<file path="src/rtl/core/tdat_pkg.sv">
`timescale 1ns / 1ps
// ----------------------------------------------------------------------------
// tdat_pkg
// Shared types and constants for the time-of-day clock with alarm table.
// ----------------------------------------------------------------------------
package tdat_pkg;

  localparam int unsigned ALARM_SLOTS_DEF = 16;

  localparam logic [5:0] SEC_LAST = 6'd59;
  localparam logic [5:0] MIN_LAST = 6'd59;
  localparam logic [4:0] HR_LAST  = 5'd23;

  typedef enum logic {
    REQ_TICK = 1'b0,
    REQ_ADD  = 1'b1
  } tdat_req_t;

  typedef struct packed {
    logic [4:0] hours;
    logic [5:0] minutes;
    logic [5:0] seconds;
  } tdat_time_t;

  typedef struct packed {
    logic       enable;
    logic [4:0] hours;
    logic [5:0] minutes;
    logic [5:0] seconds;
  } tdat_slot_t;

endpackage

</file>
<file path="src/rtl/core/tdat_clock.sv">
`timescale 1ns / 1ps
// ----------------------------------------------------------------------------
// tdat_clock
// Hours, minutes and seconds counter that advances by one second per tick.
// ----------------------------------------------------------------------------
module tdat_clock
  import tdat_pkg::*;
(
  input  logic       clk,
  input  logic       rst_n,
  input  logic       tick_en,
  output tdat_time_t now
);

  tdat_time_t now_r;
  tdat_time_t now_nxt;

  always_comb begin
    now_nxt = now_r;
    if (tick_en) begin
      if (now_r.seconds >= SEC_LAST) begin
        now_nxt.seconds = '0;
        if (now_r.minutes >= MIN_LAST) begin
          now_nxt.minutes = '0;
          if (now_r.hours >= HR_LAST) begin
            now_nxt.hours = '0;
          end else begin
            now_nxt.hours = now_r.hours + 5'd1;
          end
        end else begin
          now_nxt.minutes = now_r.minutes + 6'd1;
        end
      end else begin
        now_nxt.seconds = now_r.seconds + 6'd1;
      end
    end
  end

  always_ff @(posedge clk) begin
    if (!rst_n) begin
      now_r <= '0;
    end else begin
      now_r <= now_nxt;
    end
  end

  assign now = now_r;

`ifndef SYNTHESIS
  a_time_range: assert property (@(posedge clk) disable iff (!rst_n)
    now_r.seconds <= SEC_LAST && now_r.minutes <= MIN_LAST && now_r.hours <= HR_LAST)
    else $error("time of day out of range");

  a_sec_step: assert property (@(posedge clk) disable iff (!rst_n)
    tick_en && now_r.seconds != SEC_LAST |=>
      now_r.seconds == $past(now_r.seconds) + 6'd1 && $stable(now_r.minutes))
    else $error("seconds did not advance on tick");

  a_day_wrap: assert property (@(posedge clk) disable iff (!rst_n)
    tick_en && now_r.seconds == SEC_LAST && now_r.minutes == MIN_LAST &&
      now_r.hours == HR_LAST |=> now_r == '0)
    else $error("midnight rollover failed");
`endif

endmodule

</file>
<file path="src/rtl/core/tdat_slots.sv">
`timescale 1ns / 1ps
// ----------------------------------------------------------------------------
// tdat_slots
// Alarm slot table filled in order, with a parallel compare against the time.
// ----------------------------------------------------------------------------
module tdat_slots
  import tdat_pkg::*;
#(
  parameter int unsigned ALARM_SLOTS = ALARM_SLOTS_DEF
) (
  input  logic       clk,
  input  logic       rst_n,
  input  logic       add_en,
  input  tdat_slot_t add_slot,
  input  tdat_time_t now,
  output logic       add_ok,
  output logic       hit
);

  localparam int unsigned CNT_W = $clog2(ALARM_SLOTS + 1);
  localparam int unsigned IDX_W = (ALARM_SLOTS > 1) ? $clog2(ALARM_SLOTS) : 1;

  logic [CNT_W-1:0]       filled_r;
  tdat_slot_t             slot_r [ALARM_SLOTS];
  logic [ALARM_SLOTS-1:0] match;
  logic                   full;

  assign full   = (filled_r == CNT_W'(ALARM_SLOTS));
  assign add_ok = add_en && !full;

  always_ff @(posedge clk) begin
    if (!rst_n) begin
      filled_r <= '0;
    end else if (add_ok) begin
      filled_r <= filled_r + 1'b1;
    end
  end

  always_ff @(posedge clk) begin
    if (add_ok) begin
      slot_r[filled_r[IDX_W-1:0]] <= add_slot;
    end
  end

  // Only slots below the fill count hold data; the rest are never trusted.
  always_comb begin
    for (int k = 0; k < ALARM_SLOTS; k++) begin
      match[k] = (CNT_W'(k) < filled_r) && slot_r[k].enable &&
                 slot_r[k].hours == now.hours &&
                 slot_r[k].minutes == now.minutes &&
                 slot_r[k].seconds == now.seconds;
    end
  end

  assign hit = |match;

`ifndef SYNTHESIS
  a_fill_bound: assert property (@(posedge clk) disable iff (!rst_n)
    filled_r <= CNT_W'(ALARM_SLOTS))
    else $error("fill count beyond table size");

  a_fill_step: assert property (@(posedge clk) disable iff (!rst_n)
    add_ok |=> filled_r == $past(filled_r) + 1'b1)
    else $error("fill count did not advance on store");

  a_full_hold: assert property (@(posedge clk) disable iff (!rst_n)
    full |=> $stable(filled_r))
    else $error("fill count moved while table full");
`endif

endmodule

</file>
<file path="src/rtl/core/time_of_day_alarm_table.sv">
`timescale 1ns / 1ps
// ----------------------------------------------------------------------------
// time_of_day_alarm_table
// 24-hour time-of-day clock with an in-order alarm slot table.
// ----------------------------------------------------------------------------
// A word is taken at a rising edge where start is high and busy is low; busy
// stays low, so a word can be issued in every cycle. in_req_type selects a
// one-second tick or the store of an alarm (in_alarm_* fields) into the next
// free slot. Each word yields one result word: out_strobe is high for exactly
// one cycle, after the accepting edge and the registered capture, with out_accepted,
// out_alarm_hit and the time after the step on out_now_*.
// Throughput is one word per cycle; each result passes the state update at the
// accepting edge and then the registered slot compare after it.
// The receiver cannot hold results off, and none is needed: results leave in
// order, one per accepted word.
// Reset clears the time to 00:00:00, empties the table and drops any result
// in flight. Slot contents are not cleared; the fill count alone marks which
// slots are live. Slots are never removed, and a store into a full table is
// refused with out_accepted low.
// ----------------------------------------------------------------------------
module time_of_day_alarm_table
  import tdat_pkg::*;
#(
  parameter int unsigned ALARM_SLOTS = ALARM_SLOTS_DEF
) (
  input  logic       clk,
  input  logic       rst_n,
  input  logic       start,
  output logic       busy,
  input  logic       in_req_type,
  input  logic [5:0] in_alarm_seconds,
  input  logic [5:0] in_alarm_minutes,
  input  logic [4:0] in_alarm_hours,
  input  logic       in_alarm_enable,
  output logic       out_strobe,
  output logic       out_accepted,
  output logic       out_alarm_hit,
  output logic [5:0] out_now_seconds,
  output logic [5:0] out_now_minutes,
  output logic [4:0] out_now_hours
);

  logic       accept;
  logic       tick_en;
  logic       add_en;
  logic       add_ok;
  logic       hit;
  tdat_req_t  req;
  tdat_time_t now;
  tdat_slot_t add_slot;

  logic       step_r;
  logic       acc_r;
  logic       strobe_r;
  logic       accepted_r;
  logic       hit_r;
  tdat_time_t time_r;

  assign busy    = 1'b0;
  assign accept  = start && !busy;
  assign req     = tdat_req_t'(in_req_type);
  assign tick_en = accept && (req == REQ_TICK);
  assign add_en  = accept && (req == REQ_ADD);

  assign add_slot = '{enable:  in_alarm_enable,
                      hours:   in_alarm_hours,
                      minutes: in_alarm_minutes,
                      seconds: in_alarm_seconds};

  tdat_clock u_clock (
    .clk     (clk),
    .rst_n   (rst_n),
    .tick_en (tick_en),
    .now     (now)
  );

  tdat_slots #(
    .ALARM_SLOTS (ALARM_SLOTS)
  ) u_slots (
    .clk      (clk),
    .rst_n    (rst_n),
    .add_en   (add_en),
    .add_slot (add_slot),
    .now      (now),
    .add_ok   (add_ok),
    .hit      (hit)
  );

  // The state registers settle at the accepting edge; the cycle after, they
  // hold exactly the post-step state, which is compared and captured.
  always_ff @(posedge clk) begin
    if (!rst_n) begin
      step_r   <= 1'b0;
      strobe_r <= 1'b0;
    end else begin
      step_r   <= accept;
      strobe_r <= step_r;
    end
  end

  always_ff @(posedge clk) begin
    acc_r      <= add_ok;
    accepted_r <= acc_r;
    hit_r      <= hit;
    time_r     <= now;
  end

  assign out_strobe      = strobe_r;
  assign out_accepted    = strobe_r && accepted_r;
  assign out_alarm_hit   = hit_r;
  assign out_now_seconds = time_r.seconds;
  assign out_now_minutes = time_r.minutes;
  assign out_now_hours   = time_r.hours;

`ifndef SYNTHESIS
  a_strobe_src: assert property (@(posedge clk) disable iff (!rst_n)
    out_strobe |-> $past(accept, 2))
    else $error("result word without a matching input word");

  a_word_lat: assert property (@(posedge clk) disable iff (!rst_n)
    step_r |=> out_strobe)
    else $error("accepted word produced no result");

  a_acc_add: assert property (@(posedge clk) disable iff (!rst_n)
    out_accepted |-> $past(add_en, 2))
    else $error("store flagged for a tick word");
`endif

endmodule

</file>
<file path="config.mk">
export PLATFORM = sky130hd
export DESIGN_NAME = time_of_day_alarm_table
export DESIGN_NICKNAME = d
export VERILOG_FILES = /design/src/rtl/core/tdat_pkg.sv /design/src/rtl/core/tdat_clock.sv /design/src/rtl/core/tdat_slots.sv /design/src/rtl/core/time_of_day_alarm_table.sv
export SDC_FILE = /design/constraint.sdc
export NUM_CORES = 1
export LEC_CHECK = 0
export BUFFER_PORTS_ARGS = -buffer_cell sky130_fd_sc_hd__buf_2
export CELL_PAD_IN_SITES_DETAIL_PLACEMENT = 0
export CELL_PAD_IN_SITES_GLOBAL_PLACEMENT = 1
export CORE_ASPECT_RATIO = 1.75
export CORE_MARGIN = 1
export CORE_UTILIZATION = 35
export CTS_CLUSTER_DIAMETER = 50
export DETAILED_ROUTE_END_ITERATION = 12
export PLACE_DENSITY = 0.59
export SLEW_MARGIN = 40
export SYNTH_ARGS = -nofsm -noshare
export SYNTH_HDL_FRONTEND = slang
export SYNTH_SLANG_ARGS = --single-unit
</file>
<file path="constraint.sdc">
create_clock -name clk -period 3.29 [get_ports clk]
set_input_delay 0.987 -clock clk [delete_from_list [all_inputs] [get_ports clk]]
set_output_delay 0.987 -clock clk [all_outputs]
set_load 0.05 [all_outputs]
</file>
==> metrics.txt <==
status finished, final reports clean; Layout fillers 3,500; Inserted Clock Buffers 31; Post-CTS Setup Repair Bufs 0; Avg WL per Cell 26.35 um; GP Congestion 0.7746; die height 263.0 um; post-CTS resize count 0; Vias 7,512; max cap viols 0; met2 routed WL 20,980 um; Die W 151.1 um; synthesis-stage register bit count 332; CTS H-tree depth 1; PortBufs 41; Reg2Reg Launch Point u_slots.filled_r[1]; DP Cell Count 1,435; DIE AREA 39,740 um^2; CTS sink cnt 332; crit end category flop; Nets 1,012; DRT iter0 DRCs 638; first-pass GRT wire length 55,660 um; number of vias per cell 5.035; synthesized area 13,620 um^2; P_sw 1.819 mW; Ports 43; hold path start u_clock.now[13]; Avg Inst Size Synth 15.29 um^2; Critical Path Fanout Max 19; Final period util 75.51%; top layer used by detailed routing met4; maximum clock insertion buffer count 3; main flop type after synthesis edfxtp_1; sequential share of power 52.1%; DRT antenna net count 0; Startpoint Class flop; Congestion Overflow GR 0; maximum vdd drop 0.3541 mV; post-synth cell types 41; post-route non-filler standard cell count 1,492; Syn Inst Count 891; clk root buf clkbuf_16; Clock Pin Slew Worst Setup and Hold Paths 0.07 ns; Buf+Inv Stages, Crit Path 2; Clk pwr share 44.7%; initial cell density of the core 35.48%; area grow syn2layout 16.18%; n_diodes 0; GRT Util Overall 20.46%; layout cells sized above 1 16.39%; Critical Path Start u_slots.filled_r[1]; Pint 7.046 mW; slowest CP cell dfxtp_1; met3 wire len 1279 um; min cycle time layout 2.484 ns; clock tree skew after final layout 0.009648 ns; asr flop ratio synth 0%; cells along the critical path inv_1 > ha_1 > a31oi_4 > nand2_1 > nor2_1 > buf_4 > xor2_1 > and2_1; final instance area 15,830 um^2; total power per unit cell area 560.2 nW/um^2; DRT met1 WL 15,890 um; drc violations 0; Core Box Area 38,390 um^2; Post-synth EDFFs 288; initial antenna violation count 0; sum of negative setup slack 0 ns; unrepaired setup endpoints after global routing false; Ys Warns 0; final hold violation count 0; Switching Fraction 20.52%; worst hold slack 0.3629 ns; final setup vio count 0; Syn Nets 920; TritonCTS clock tree done; CP Class flop to flop; Leakage 5.318 nW; fmax 402.5 MHz; Clock Latency Late Sink 0.57 ns; cts hold-fix bufs 0; vias in the first global route 7,635; Seq/Total Area, Yosys 69.95%; Detail Placement HPWL 23,980 um; largest net degree at the start of global routing 20; Top delay family on crit path simple AND/OR/NAND/NOR gates; wirelength, routed 39,320 um; Max Slew Vio Count 0; combinational power share 3.2%; max incr delay on CP 0.60 ns; Hold Crit Class flop to flop; Slew @ Worst Pin 0.7015 ns; CP arrival 2.94 ns; WP data required 3.75 ns; first drt pass iteration count 5; row cnt 95; dpl cell area 14,680 um^2; Max-slew headroom 52.88%
==> metal layers <==
metal	up-vias	track usage, %
met4	0	6.919
met2	187	36.90
li1	3393	-
met1	3879	25.09
met5	-	0
met3	53	1.924
==> logic make-up after synthesis <==
logic type	synth area share [%]
other	0.02753
XOR/XNOR	18.26
buffers and inverters	1.846
adder cells (fa/ha/maj)	0.6429
AND/OR/NAND/NOR	7.780
flip-flops	69.95
AO/OA/AOI/OAI	1.488
==> layout by cell type (no fill, tap or decap), types with 2 or more instances in the layout <==
| master | Yosys | routed |
|---|---|---|
| a21oi_1 | 8 | 8 |
| a31oi_1 | 2 | 2 |
| and2_1 | 9 | 9 |
| buf_2 | 29 | 41 |
| buf_4 | 6 | 60 |
| bufinv_16 | 0 | 5 |
| clkbuf_1 | 3 | 3 |
| clkbuf_16 | 0 | 33 |
| clkbuf_8 | 0 | 7 |
| clkinv_2 | 0 | 3 |
| dfxtp_1 | 44 | 44 |
| edfxtp_1 | 288 | 288 |
| ha_1 | 7 | 7 |
| inv_1 | 2 | 3 |
| inv_4 | 0 | 2 |
| inv_6 | 0 | 2 |
| nand2_1 | 24 | 24 |
| nand2b_1 | 6 | 6 |
| nand3_1 | 14 | 14 |
| nand4_1 | 48 | 48 |
| nor2_1 | 33 | 33 |
| nor2b_1 | 4 | 4 |
| nor3_1 | 9 | 5 |
| nor3_2 | 1 | 5 |
| nor4_1 | 42 | 42 |
| o2111ai_1 | 4 | 4 |
| o21ai_0 | 3 | 3 |
| o21ai_1 | 2 | 2 |
| xnor2_1 | 181 | 181 |
| xor2_1 | 103 | 103 |
==> stage by stage <==
step                      power, mW  utilization, %  setup WS (ns)
after floorplan               4.818               -         0.1284
after global placement        4.996           38.24         0.6491
after detailed placement      4.998           38.24         0.6653
after CTS                     8.944           41.22         0.7668
after global routing          9.099           41.22         0.5761
final                         8.865           41.22         0.8058
==> Yosys cell counts (7+ instances only) <==
| cell | count | area [um^2] |
|---|---|---|
| xor2_1 | 103 | 902.1 |
| nor2_1 | 33 | 123.9 |
| a21oi_1 | 8 | 40.04 |
| and2_1 | 9 | 56.30 |
| nand2_1 | 24 | 90.09 |
| xnor2_1 | 181 | 1585 |
| dfxtp_1 | 44 | 880.8 |
| nor3_1 | 9 | 45.04 |
| edfxtp_1 | 288 | 8648 |
| ha_1 | 7 | 87.58 |
| nor4_1 | 42 | 262.8 |
| buf_2 | 29 | 145.1 |
| nand3_1 | 14 | 70.07 |
| nand4_1 | 48 | 300.3 |
==> power groups by stage <==
| stage | logic [mW] | clock network (mW) | registers (mW) |
|---|---|---|---|
| after global routing | 0.296 | 4.18 | 4.62 |
| after global placement | 0.285 | 0 | 4.71 |
| after floorplan | 0.105 | 0 | 4.71 |
| after detailed placement | 0.287 | 0 | 4.71 |
| after CTS | 0.288 | 4.04 | 4.62 |
| final | 0.280 | 3.97 | 4.62 |
==> final cells by class <==
class	count	area, um^2	share of cell area, %
Clock buffer	43	933.4	5.898
Clock inverter	14	210.2	1.328
Inverter	2	7.507	0.04744
Multi-Input combinational cell	514	3862	24.41
Sequential cell	332	9529	60.21
Tap cell	485	606.8	3.835
Timing Repair Buffer	102	675.6	4.269
==> worst paths after layout <==
check	cells past startpoint	end	slack [ns]
hold / removal	0	out_now_hours[1]	0.36
setup / recovery	8	u_slots.filled_r[4]	0.81
setup reg to reg	8	u_slots.filled_r[4]	0.81
hold reg to reg	0	out_now_hours[1]	0.36
==> worst reg2reg max path, cell delays in order, from the launching register on <==
cell,delay [ns]
dfxtp_1,0.60
inv_1,0.19
ha_1,0.27
a31oi_4,0.30
nand2_1,0.29
nor2_1,0.18
buf_4,0.29
xor2_1,0.10
and2_1,0.16
==> registers in the layout, indices dropped and copies added, names as in the netlist <==
| name | cells |
|---|---|
| u_clock.now | 17 |
| u_slots.filled_r | 5 |
| acc_r | 1 |
| accepted_r | 1 |
| step_r | 1 |
| out_now_seconds | 6 |
| out_now_hours | 5 |
| out_alarm_hit | 1 |
| u_slots.slot_r | 288 |
| out_strobe | 1 |
| out_now_minutes | 6 |
No activity file was read; power rests on OpenSTA's default activity.
